$ cat config.mk
export PLATFORM = sky130hd
export DESIGN_NAME = double_ended_queue_unit
export DESIGN_NICKNAME = d
export VERILOG_FILES = /design/src/design/deq_pkg.sv /design/src/design/deq_ram.sv /design/src/design/double_ended_queue_unit.sv
export SDC_FILE = /design/constraint.sdc
export NUM_CORES = 1
export LEC_CHECK = 0
export ABC_CLOCK_PERIOD_IN_PS = 4900
export BUFFER_PORTS_ARGS = -buffer_cell sky130_fd_sc_hd__buf_2
export CAP_MARGIN = 30
export CORE_UTILIZATION = 50
export DETAILED_ROUTE_END_ITERATION = 16
export GPL_ROUTABILITY_DRIVEN = 0
export PLACE_DENSITY = 0.67
export SYNTH_ARGS = -nofsm -noshare
export SYNTH_HDL_FRONTEND = slang
export SYNTH_SLANG_ARGS = --single-unit
$ cat constraint.sdc
create_clock -name i_clk -period 4.9 [get_ports i_clk]
set_clock_uncertainty 0.05 [all_clocks]
set_input_delay 0.49 -clock i_clk [delete_from_list [all_inputs] [get_ports i_clk]]
set_output_delay 0.49 -clock i_clk [all_outputs]
set_load 0.005 [all_outputs]
$ cat src/design/deq_pkg.sv
// Shared types and codes for the double-ended queue unit.
`timescale 1ns / 1ps

package deq_pkg;

    // Request command codes
    typedef enum logic [2:0] {
        CMD_PUSH_FRONT = 3'd0,
        CMD_PUSH_BACK  = 3'd1,
        CMD_POP_FRONT  = 3'd2,
        CMD_POP_BACK   = 3'd3,
        CMD_READ       = 3'd4
    } t_cmd;

    // Result status codes
    typedef enum logic [1:0] {
        ST_OK    = 2'd0,
        ST_EMPTY = 2'd1,
        ST_FULL  = 2'd2,
        ST_RANGE = 2'd3
    } t_status;

    // Sequencer states
    typedef enum logic {
        S_IDLE = 1'b0,
        S_READ = 1'b1
    } t_state;

    // Where the word coming back from the slot memory goes
    typedef enum logic [1:0] {
        TGT_FRONT = 2'd0,
        TGT_BACK  = 2'd1,
        TGT_DATA  = 2'd2
    } t_target;

    localparam int unsigned IO_WORD_W  = 32;
    localparam int unsigned COUNT_W    = 5;
    localparam int unsigned POSITION_W = 4;

endpackage

$ cat src/design/deq_ram.sv
// Slot memory of the queue: one write port, one read port, registered read data.
`timescale 1ns / 1ps

module deq_ram #(
    parameter int DEPTH      = 16,
    parameter int WORD_WIDTH = 32
) (
    input  logic                     i_clk,
    input  logic                     i_we,
    input  logic [$clog2(DEPTH)-1:0] i_waddr,
    input  logic [WORD_WIDTH-1:0]    i_wdata,
    input  logic                     i_re,
    input  logic [$clog2(DEPTH)-1:0] i_raddr,
    output logic [WORD_WIDTH-1:0]    o_rdata
);

    logic [WORD_WIDTH-1:0] r_mem [DEPTH];
    logic [WORD_WIDTH-1:0] r_rdata;

    always_ff @(posedge i_clk) begin
        if (i_we) begin
            r_mem[i_waddr] <= i_wdata;
        end
    end

    // Hold read data until the next read
    always_ff @(posedge i_clk) begin
        if (i_re) begin
            r_rdata <= r_mem[i_raddr];
        end
    end

    assign o_rdata = r_rdata;

endmodule

$ cat src/design/double_ended_queue_unit.sv
// Top level of the double-ended queue: ring of slots, front pointer, count, result register.
`timescale 1ns / 1ps

//  channel  | handshake                 | payload
//  ---------+---------------------------+---------------------------------------------
//  request  | i_in_valid / o_in_ready   | i_cmd, i_value, i_position
//  result   | o_out_valid / i_out_ready | o_data, o_status, o_count, o_is_empty,
//           |                           | o_front_word, o_back_word
//
//  Pushes, failed requests and unknown commands load the result register on
//  acceptance; a pop that leaves words behind and an in-range read pass first
//  through S_READ, as the slot memory read data is registered (the replacement
//  front/back word or the read word). One request is in flight at a time; a new
//  one is taken while the result register drains.
//  Reset (synchronous, active low) empties the queue and the result register;
//  slot contents are left as they are and are never read before being written.
//  A stalled result holds in the result register and blocks the next request.

module double_ended_queue_unit
    import deq_pkg::*;
#(
    parameter int DEPTH      = 16,
    parameter int WORD_WIDTH = 32
) (
    input  logic                         i_clk,
    input  logic                         i_rst_n,
    // request channel
    input  logic                         i_in_valid,
    output logic                         o_in_ready,
    input  logic [2:0]                   i_cmd,
    input  logic signed [IO_WORD_W-1:0]  i_value,
    input  logic [POSITION_W-1:0]        i_position,
    // result channel
    output logic                         o_out_valid,
    input  logic                         i_out_ready,
    output logic signed [IO_WORD_W-1:0]  o_data,
    output logic [1:0]                   o_status,
    output logic [COUNT_W-1:0]           o_count,
    output logic                         o_is_empty,
    output logic signed [IO_WORD_W-1:0]  o_front_word,
    output logic signed [IO_WORD_W-1:0]  o_back_word
);

    localparam int AW = $clog2(DEPTH);
    localparam int CW = $clog2(DEPTH + 1);
    localparam logic [CW:0]   DEPTH_X  = (CW + 1)'(DEPTH);
    localparam logic [CW-1:0] DEPTH_C  = CW'(DEPTH);
    localparam logic [AW-1:0] LAST_PTR = AW'(DEPTH - 1);

    // Ring index arithmetic: a + b modulo DEPTH, with b below DEPTH
    function automatic logic [AW-1:0] wrap_add(input logic [AW-1:0] a,
                                               input logic [CW-1:0] b);
        logic [CW:0] s;
        s = (CW + 1)'(a) + (CW + 1)'(b);
        if (s >= DEPTH_X) begin
            s = s - DEPTH_X;
        end
        return AW'(s);
    endfunction

    // Stored word to the 32-bit result field
    function automatic logic [IO_WORD_W-1:0] to_io(input logic [WORD_WIDTH-1:0] w);
        return IO_WORD_W'(w);
    endfunction

    // ------------------------------------------------------------------
    // State
    // ------------------------------------------------------------------
    t_state                r_state,      n_state;
    t_target               r_target,     n_target;
    logic [AW-1:0]         r_front,      n_front;
    logic [CW-1:0]         r_count,      n_count;
    // Cached end words; meaningful only while the queue is not empty
    logic [WORD_WIDTH-1:0] r_front_word, n_front_word;
    logic [WORD_WIDTH-1:0] r_back_word,  n_back_word;
    logic [IO_WORD_W-1:0]  r_pend_data,  n_pend_data;

    // Result register
    logic                  r_out_valid;
    logic [IO_WORD_W-1:0]  r_out_data;
    t_status               r_out_status;
    logic [CW-1:0]         r_out_count;
    logic [IO_WORD_W-1:0]  r_out_front;
    logic [IO_WORD_W-1:0]  r_out_back;

    // Slot memory port
    logic                  ram_we;
    logic [AW-1:0]         ram_waddr;
    logic                  ram_re;
    logic [AW-1:0]         ram_raddr;
    logic [WORD_WIDTH-1:0] ram_rdata;

    logic                  accept;
    logic                  load_out;
    logic                  is_full;
    logic                  is_empty_now;
    logic [WORD_WIDTH-1:0] push_word;
    logic [IO_WORD_W-1:0]  res_data;
    t_status               res_status;

    // Sign-extend or truncate the pushed word to the slot width
    assign push_word    = WORD_WIDTH'(i_value);
    assign is_full      = (r_count == DEPTH_C);
    assign is_empty_now = (r_count == '0);

    // Take a request only when nothing is in flight and the result register
    // will be free at the same edge
    assign o_in_ready = (r_state == S_IDLE) && (!r_out_valid || i_out_ready);
    assign accept     = i_in_valid && o_in_ready;

    deq_ram #(
        .DEPTH      (DEPTH),
        .WORD_WIDTH (WORD_WIDTH)
    ) u_ram (
        .i_clk   (i_clk),
        .i_we    (ram_we),
        .i_waddr (ram_waddr),
        .i_wdata (push_word),
        .i_re    (ram_re),
        .i_raddr (ram_raddr),
        .o_rdata (ram_rdata)
    );

    // ------------------------------------------------------------------
    // Next state and memory access. Pushes only write and pops/reads only
    // read, so a read never meets a write to the same slot in one cycle.
    // ------------------------------------------------------------------
    always_comb begin
        n_state      = r_state;
        n_target     = r_target;
        n_front      = r_front;
        n_count      = r_count;
        n_front_word = r_front_word;
        n_back_word  = r_back_word;
        n_pend_data  = r_pend_data;
        ram_we       = 1'b0;
        ram_waddr    = r_front;
        ram_re       = 1'b0;
        ram_raddr    = r_front;
        load_out     = 1'b0;
        res_data     = '0;
        res_status   = ST_OK;

        unique case (r_state)
            S_IDLE: begin
                if (accept) begin
                    load_out = 1'b1;
                    unique case (i_cmd)
                        CMD_PUSH_FRONT: begin
                            if (is_full) begin
                                res_status = ST_FULL;
                            end else begin
                                n_front      = (r_front == '0) ? LAST_PTR : r_front - 1'b1;
                                ram_we       = 1'b1;
                                ram_waddr    = n_front;
                                n_front_word = push_word;
                                if (is_empty_now) begin
                                    n_back_word = push_word;
                                end
                                n_count = r_count + 1'b1;
                            end
                        end
                        CMD_PUSH_BACK: begin
                            if (is_full) begin
                                res_status = ST_FULL;
                            end else begin
                                ram_we      = 1'b1;
                                ram_waddr   = wrap_add(r_front, r_count);
                                n_back_word = push_word;
                                if (is_empty_now) begin
                                    n_front_word = push_word;
                                end
                                n_count = r_count + 1'b1;
                            end
                        end
                        CMD_POP_FRONT: begin
                            if (is_empty_now) begin
                                res_status = ST_EMPTY;
                                res_data   = '1;
                            end else begin
                                res_data = to_io(r_front_word);
                                n_front  = wrap_add(r_front, CW'(1));
                                n_count  = r_count - 1'b1;
                                if (r_count != CW'(1)) begin
                                    // fetch the word that becomes the new front
                                    ram_re      = 1'b1;
                                    ram_raddr   = n_front;
                                    n_target    = TGT_FRONT;
                                    n_pend_data = to_io(r_front_word);
                                    n_state     = S_READ;
                                    load_out    = 1'b0;
                                end
                            end
                        end
                        CMD_POP_BACK: begin
                            if (is_empty_now) begin
                                res_status = ST_EMPTY;
                                res_data   = '1;
                            end else begin
                                res_data = to_io(r_back_word);
                                n_count  = r_count - 1'b1;
                                if (r_count != CW'(1)) begin
                                    // fetch the word that becomes the new back
                                    ram_re      = 1'b1;
                                    ram_raddr   = wrap_add(r_front, r_count - CW'(2));
                                    n_target    = TGT_BACK;
                                    n_pend_data = to_io(r_back_word);
                                    n_state     = S_READ;
                                    load_out    = 1'b0;
                                end
                            end
                        end
                        CMD_READ: begin
                            if ((CW + POSITION_W)'(i_position) >= (CW + POSITION_W)'(r_count)) begin
                                res_status = ST_RANGE;
                                res_data   = '1;
                            end else begin
                                ram_re    = 1'b1;
                                ram_raddr = wrap_add(r_front, CW'(i_position));
                                n_target  = TGT_DATA;
                                n_state   = S_READ;
                                load_out  = 1'b0;
                            end
                        end
                        default: begin
                            // unknown command: no operation
                        end
                    endcase
                end
            end
            S_READ: begin
                load_out = 1'b1;
                n_state  = S_IDLE;
                unique case (r_target)
                    TGT_FRONT: begin
                        n_front_word = ram_rdata;
                        res_data     = r_pend_data;
                    end
                    TGT_BACK: begin
                        n_back_word = ram_rdata;
                        res_data    = r_pend_data;
                    end
                    TGT_DATA: begin
                        res_data = to_io(ram_rdata);
                    end
                    default: begin
                        res_data = r_pend_data;
                    end
                endcase
            end
            default: begin
                n_state = S_IDLE;
            end
        endcase
    end

    // ------------------------------------------------------------------
    // Control registers
    // ------------------------------------------------------------------
    always_ff @(posedge i_clk) begin
        if (!i_rst_n) begin
            r_state     <= S_IDLE;
            r_front     <= '0;
            r_count     <= '0;
            r_out_valid <= 1'b0;
        end else begin
            r_state <= n_state;
            r_front <= n_front;
            r_count <= n_count;
            if (load_out) begin
                r_out_valid <= 1'b1;
            end else if (i_out_ready) begin
                r_out_valid <= 1'b0;
            end
        end
    end

    // ------------------------------------------------------------------
    // Payload registers
    // ------------------------------------------------------------------
    always_ff @(posedge i_clk) begin
        r_target     <= n_target;
        r_front_word <= n_front_word;
        r_back_word  <= n_back_word;
        r_pend_data  <= n_pend_data;
        if (load_out) begin
            r_out_data   <= res_data;
            r_out_status <= res_status;
            r_out_count  <= n_count;
            // end words read as zero once the queue is empty
            r_out_front  <= (n_count == '0) ? '0 : to_io(n_front_word);
            r_out_back   <= (n_count == '0) ? '0 : to_io(n_back_word);
        end
    end

    assign o_out_valid  = r_out_valid;
    assign o_data       = r_out_data;
    assign o_status     = r_out_status;
    assign o_count      = COUNT_W'(r_out_count);
    assign o_is_empty   = (r_out_count == '0);
    assign o_front_word = r_out_front;
    assign o_back_word  = r_out_back;

    // ------------------------------------------------------------------
    // Assertions
    // ------------------------------------------------------------------
    a_count_bound: assert property (@(posedge i_clk) disable iff (!i_rst_n)
        r_count <= DEPTH_C)
        else $error("occupancy above DEPTH");

    a_read_out_free: assert property (@(posedge i_clk) disable iff (!i_rst_n)
        (r_state == S_READ) |-> !r_out_valid)
        else $error("result register busy while a memory read completes");

    a_push_grows: assert property (@(posedge i_clk) disable iff (!i_rst_n)
        (accept && (i_cmd == CMD_PUSH_FRONT || i_cmd == CMD_PUSH_BACK) && !is_full)
        |=> r_count == CW'($past(r_count) + 1'b1))
        else $error("accepted push did not grow the queue");

    a_read_done: assert property (@(posedge i_clk) disable iff (!i_rst_n)
        (r_state == S_READ) |=> (r_state == S_IDLE) && o_out_valid)
        else $error("memory read did not produce a result");

    a_empty_ends: assert property (@(posedge i_clk) disable iff (!i_rst_n)
        (o_out_valid && o_is_empty) |-> (o_front_word == '0) && (o_back_word == '0))
        else $error("end words not cleared on empty queue");

endmodule

-- After elaboration in Yosys (flattened, before gate mapping)
Memory sizes are Yosys's and may differ from the RTL's. A register that Yosys moved wholly into a read port is not among the register bits.
Cells that the tools add are included.
- output and inout bits: 106
- register bits: 212
- word-level logic and storage cells: 148
- bits in writable memories: 512
- memories: 1
- bits of input ports: 43
- reductions and logical operators: 20
- muxes and demuxes: 82
- magnitude comparators: 5
- $add $sub $neg: 12
- equal/unequal tests: 13
- bitwise logic cells: 2
- memories (memory ; depth ; bits a word ; rd ports ; clocked after memory_dff ; wr ports ; line ; RTL):
    u_ram.r_mem ; 16 ; 32 ; 1 ; 1 ; 1 ; deq_ram.sv:17 ; logic [WORD_WIDTH-1:0] r_mem [DEPTH];
- operators with widths (cell ; count):
    32-bit 2-to-1 mux ; 19
    32-bit one-hot mux with 2 select lines ; 6
    32-bit one-hot mux with 3 select lines ; 1
    4-bit 2-to-1 mux ; 17
    5-bit 2-to-1 mux ; 4
    4-bit by 1-bit subtractor with 4-bit output (second input constant) ; 5
    1-bit 2-to-1 mux ; 18
    4-bit one-hot mux with 2 select lines ; 2
    5-bit logical NOT ; 3
    2-bit 2-to-1 mux ; 7
    4-bit by 5-bit adder with 6-bit output ; 2
    6-bit by 5-bit >= comparator with 1-bit output (second input constant) ; 2
    2-bit one-hot mux with 3 select lines ; 2
    4-bit one-hot mux with 3 select lines ; 1
    5-bit >= comparator (second input constant) ; 2
    2-bit != test (second input constant) ; 5
    5-bit one-hot mux with 2 select lines ; 1
    1-bit one-hot mux with 2 select lines ; 4
    8-bit AND reduction ; 1
    7-bit AND reduction ; 1
    3-bit by 2-bit equality test with 1-bit output (second input constant) ; 2
    2-bit nonzero test ; 3
    2-bit OR reduction ; 3
    4-bit by 1-bit adder with 5-bit output (second input constant) ; 1
    other kinds (20) ; 22

-- Depth between registers and ports, before layout
- depth after elaboration: 9
- mapped depth: 15

-- Hierarchy
Synthesis repeated with hierarchy kept, for this count alone.
- cells, all modules: 1821
- area total of the unflattened synthesis: 31171.1 µm²
- modules (own cells, without submodules) (module ; cells each ; instances ; area an instance (µm²) ; sequential area each (µm²)):
    deq_ram ; 838 ; 1 ; 20155.6 ; 16335.7
    double_ended_queue_unit ; 983 ; 1 ; 11015.6 ; 5615.4

-- Least setup slack after synthesis
No wires, ideal clock.
- kind: register to register
- from: register r_count[2]
- to: register r_out_back[0], in the netlist o_back_word[0], enable pin
- clock period less this slack: 4.872 ns
- slack: 0.028 ns
- required time: 4.385 ns
- path buffers: 2
- data arrival time: 4.356 ns
- cell stages (with the launch flop): 11
- cells stage by stage: dfxtp_1 -> clkbuf_1 -> inv_1 -> ha_1 -> nor3_1 -> or3_1 -> or3_4 -> buf_6 -> o21ai_0 -> o21ai_0 -> nand2_1
- word-level cells in the longest chain between the ends: 6
- elaborated cells on any way between the ends: 9
- ends and longest elaborated chain (element ; line ; RTL):
    start, declared ; double_ended_queue_unit.sv:72 ; logic [CW-1:0] r_count, n_count;
    start signal, assigned ; double_ended_queue_unit.sv:269 ; r_count <= n_count;
    parallel branches: the longest is 3 deep, another holds 4-bit by 5-bit >= comparator with 1-bit output ; n/a ;
    1-bit one-hot mux with 2 select lines * ; double_ended_queue_unit.sv:148 ; unique case (i_cmd)
    1-bit 2-to-1 mux * ; double_ended_queue_unit.sv:146 ; if (accept) begin
    1-bit one-hot mux with 2 select lines * ; double_ended_queue_unit.sv:144 ; unique case (r_state)
    named net load_out ; double_ended_queue_unit.sv:94 ; logic load_out;
    end signal, assigned ; double_ended_queue_unit.sv:292 ; r_out_back <= (n_count == '0) ? '0 : to_io(n_back_word);
    end, declared ; double_ended_queue_unit.sv:84 ; logic [IO_WORD_W-1:0] r_out_back;
Mark *: on every way through the listed nets, which the timed path passes.
A chain may end at the register's enable or synchronous reset.

-- Worst setup path after layout
- from: register r_count[1]
- to: register u_ram.r_rdata[4], in the netlist u_ram.o_rdata[4], read port of u_ram.r_mem (data pin)
- word-level cells in the longest chain between the ends: 9
- elaborated cells on any way between the ends: 22
- ends and longest elaborated chain (element ; line ; RTL):
    5-bit by 2-bit subtractor with 5-bit output ; double_ended_queue_unit.sv:205 ; ram_raddr = wrap_add(r_front, r_count - CW'(2));
    4-bit by 5-bit adder with 6-bit output ; double_ended_queue_unit.sv:54 ; s = (CW + 1)'(a) + (CW + 1)'(b);
    6-bit by 5-bit >= comparator with 1-bit output or 4-bit by 1-bit subtractor with 4-bit output (tied branches) ; double_ended_queue_unit.sv:55, double_ended_queue_unit.sv:56 ;
    4-bit 2-to-1 mux ; double_ended_queue_unit.sv:55 ; if (s >= DEPTH_X) begin
    4-bit 2-to-1 mux ; double_ended_queue_unit.sv:202 ; if (r_count != CW'(1)) begin
    4-bit 2-to-1 mux ; double_ended_queue_unit.sv:196 ; if (is_empty_now) begin
    4-bit one-hot mux with 3 select lines ; double_ended_queue_unit.sv:148 ;
    4-bit 2-to-1 mux ; double_ended_queue_unit.sv:146 ;
    4-bit 2-to-1 mux ; double_ended_queue_unit.sv:144 ;
    end, declared ; deq_ram.sv:18 ; logic [WORD_WIDTH-1:0] r_rdata;
Parallel ways exist; a longest one is shown, timed or not.

==> impl_metrics.env <==
export IMPL_status="complete, no violations"
export IMPL_setup_tns_ps=0
export IMPL_ir_drop_mv=0.262
export IMPL_reg2reg_to="u_ram.o_rdata[4]"
export IMPL_syn_to_final_growth_pct=14.9
export IMPL_start_kind="flip-flop"
export IMPL_seqCellArea_um2=22000
export IMPL_rows=90
export IMPL_insertion_delay_ps=630
export IMPL_ant_nets=0
export IMPL_synth_ff_latch_count=756
export IMPL_grt_pass1_wl_um=112000
export IMPL_min_path_type="input port to flip-flop"
export IMPL_min_from="i_rst_n"
export IMPL_initial_core_util_pct=50.7
export IMPL_wl_um=75600
export IMPL_internal_power_mw=11.3
export IMPL_min_period_over_period_pct=87.0
export IMPL_critPathMaxFanout=35
export IMPL_reg2reg_slack_ps=640
export IMPL_grt_pass1_vias=18000
export IMPL_hpwl_um=45300
export IMPL_grt_max_degree=104
export IMPL_hold_depth=2
export IMPL_multi_input_area_um2=8230
export IMPL_synth_edff_count=681
export IMPL_die_area_um2=62300
export IMPL_dpl_cell_count=2897
export IMPL_pwr_share_clk_pct=38.6
export IMPL_drive_above_1_share_pct=17.8
export IMPL_track_usage_pct=24.1
export IMPL_rsz0062_at_grt="false"
export IMPL_fillers=4543
export IMPL_cts_tree="done"
export IMPL_slew_viol_final=0
export IMPL_die_w_um=250
export IMPL_drt_iter0_markers=1619
export IMPL_rr_worst_depth=11
export IMPL_tightest_slew_ps=1030
export IMPL_ctsResizeCount=0
export IMPL_fin_ws_ps=637
export IMPL_cts_buffers_inserted=76
export IMPL_maxCapViolations=0
export IMPL_finalHoldViolCount=0
export IMPL_final_setup_viol_count=0
export IMPL_ys_types=73
export IMPL_coreArea_um2=60500
export IMPL_syn_avg_cell_area_um2=15.1
export IMPL_drc=0
export IMPL_drtPass1Iterations=7
export IMPL_synthCells=2031
export IMPL_p_per_area_nw_per_um2=417
export IMPL_synthFlopType="edfxtp_1"
export IMPL_p_leak_nw=13.6
export IMPL_cts_num_sinks=756
export IMPL_ios=149
export IMPL_viasPerCell=6.15
export IMPL_r2r_start="r_count[1]"
export IMPL_post_cts_setup_buffers=0
export IMPL_nets=2260
export IMPL_end_kind="flip-flop"
export IMPL_switching_share_pct=23.3
export IMPL_syn_nets=2098
export IMPL_async_flop_share_pct=0
export IMPL_path_clk_slew_ps=60
export IMPL_holdPathEnd="r_front[0]"
export IMPL_wl_per_cell_um=24.9
export IMPL_yosysSeqAreaShare_pct=71.6
export IMPL_fin_crit_ps=4260
export IMPL_instances_no_fill=3038
export IMPL_dp_slack_ps=636
export IMPL_hold_buffers=0
export IMPL_power_frac_seq_pct=52.0
export IMPL_htree_levels=3
export IMPL_combPwrFrac_pct=9.4
export IMPL_netlist_area_um2=30700
export IMPL_required_ps=5200
export IMPL_io_buffers=148
export IMPL_slew_headroom_pct=31.3
export IMPL_die_height_um=250
export IMPL_critPathKind="flip-flop to flip-flop"
export IMPL_clock_root_buffer="clkbuf_16"
export IMPL_globalRouteOverflowTotal=0
export IMPL_antenna_found_initial=5
export IMPL_switchingPower_mw=3.42
export IMPL_max_freq_mhz=235
export IMPL_arrival_ps=4570
export IMPL_yosys_warnings=0
export IMPL_clock_path_buffers=3
export IMPL_num_vias=18700
worst max-delay path by stage:
stage / slack [ps] / start / cells past startpoint / end
finish: 640 / r_count[1] / 11 / u_ram.o_rdata[4]
global route: 440 / r_count[1] / 11 / u_ram.o_rdata[4]
CTS: 680 / r_count[1] / 11 / u_ram.o_rdata[4]
detailed placement: 640 / i_position[0] / 13 / u_ram.o_rdata[4]
global placement: 770 / i_position[0] / 13 / u_ram.o_rdata[6]
floorplan: 30 / r_count[2] / 10 / o_back_word[0]
synth_stat cells, types with 4 or more instances:
library cell | instances | area share [%]
nand2b_1 | 11 | 0.22
a21oi_1 | 15 | 0.24
mux2_2 | 32 | 1.2
xnor2_1 | 10 | 0.29
nor2b_1 | 4 | 0.082
o32ai_1 | 4 | 0.11
o21ai_1 | 5 | 0.082
a21boi_0 | 4 | 0.098
dfxtp_1 | 75 | 4.9
o22ai_1 | 224 | 4.6
and2_1 | 8 | 0.16
nor2_1 | 159 | 1.9
edfxtp_1 | 681 | 67
buf_4 | 9 | 0.22
buf_2 | 43 | 0.70
nor3_1 | 72 | 1.2
nand2_1 | 28 | 0.34
buf_1 | 8 | 0.098
o211ai_1 | 7 | 0.17
mux2i_1 | 288 | 9.4
ha_1 | 21 | 0.86
or4_1 | 33 | 0.81
nand3_1 | 12 | 0.20
and3_1 | 40 | 0.82
or3_1 | 6 | 0.12
inv_1 | 17 | 0.21
o21ai_0 | 75 | 1.2
a21o_1 | 5 | 0.12
a31oi_1 | 4 | 0.082
clkbuf_1 | 66 | 0.81
placed cells by master (no fill, tap or decap), types with 4 or more instances in the layout:
cell type,instances
inv_1,17
or4_1,33
bufinv_16,4
buf_2,148
clkbuf_1,12
clkinv_1,10
mux2i_1,288
o32ai_1,4
a21boi_0,4
a31oi_1,4
a21oi_1,15
and3_1,40
clkbuf_8,5
o211ai_1,7
buf_12,25
ha_1,21
edfxtp_1,681
a21o_1,5
buf_4,38
nor2_4,20
or3_1,6
dfxtp_1,75
nand3_1,12
nand2_1,27
o21ai_1,5
clkbuf_16,80
nor2b_1,4
diode_2,4
and2_1,7
mux2_2,32
clkinv_2,17
nor2_1,140
clkinvlp_4,6
nor3_1,72
xnor2_1,10
o22ai_1,224
nand2b_1,10
o21ai_0,75
critical path: stages, from the launching register on:
cell       delay (ps)
dfxtp_1           530
inv_1             230
ha_1              330
a2111oi_2         560
nor3_1            140
o211a_1           290
nor2_4            190
buf_12            290
buf_4             420
mux2i_1           260
o22ai_1           110
or4_1             540
metrics by stage:
step	util, %	hold WS, ps	cell area, um^2	power, mW
floorplan	-	413	30700	8.56
global placement	54.2	424	32800	9.07
detailed placement	54.2	437	32800	9.13
CTS	58.2	168	35200	14.7
global route	58.2	188	35200	15.1
finish	58.2	190	35200	14.7
per-layer routing:
| metal | global-route usage [%] | wire length, um | up-vias |
|---|---|---|---|
| li1 | - | - | 8336 |
| met3 | 4.06 | 6010 | 99 |
| met4 | 7.30 | 1390 | 0 |
| met1 | 33.5 | 32000 | 9451 |
| met5 | 0 | 0 | - |
| met2 | 38.9 | 36200 | 794 |
power by group through the flow:
stage / clock (mW) / combinational [mW] / sequential (mW)
after floorplan: 0 / 0.838 / 7.73
after global placement: 0 / 1.33 / 7.74
after detailed placement: 0 / 1.37 / 7.76
after CTS: 5.74 / 1.37 / 7.63
after global routing: 5.97 / 1.50 / 7.66
final: 5.66 / 1.38 / 7.63
area by class of cell:
class / instances / share of cell area, %
clock buffers: 97 / 6.01
flip-flops and latches: 756 / 62.3
repair buffers: 211 / 4.33
diodes: 4 / 0.0284
multi-input cells: 1129 / 23.4
inverters: 19 / 0.206
well taps: 782 / 2.78
clock inverters: 40 / 0.970
cells by family after synthesis:
kind of cell	synth area share (%)
XOR/XNOR	0.371
multiplexers	10.6
adder cells (fa/ha/maj)	1.05
AO/OA/AOI/OAI	7.76
flip-flops	71.6
AND/OR/NAND/NOR	6.52
buffers and inverters	2.10
flip-flops by register name, summed over array words and instances, names as in the netlist:
register	flops
o_back_word	32
o_count	5
o_data	32
o_front_word	32
o_out_valid	1
o_status	2
r_back_word	32
r_count	5
r_front	4
r_front_word	32
r_pend_data	32
r_state	1
r_target	2
u_ram.o_rdata	32
u_ram.r_mem	512
Power figures use the tool's default switching activity.
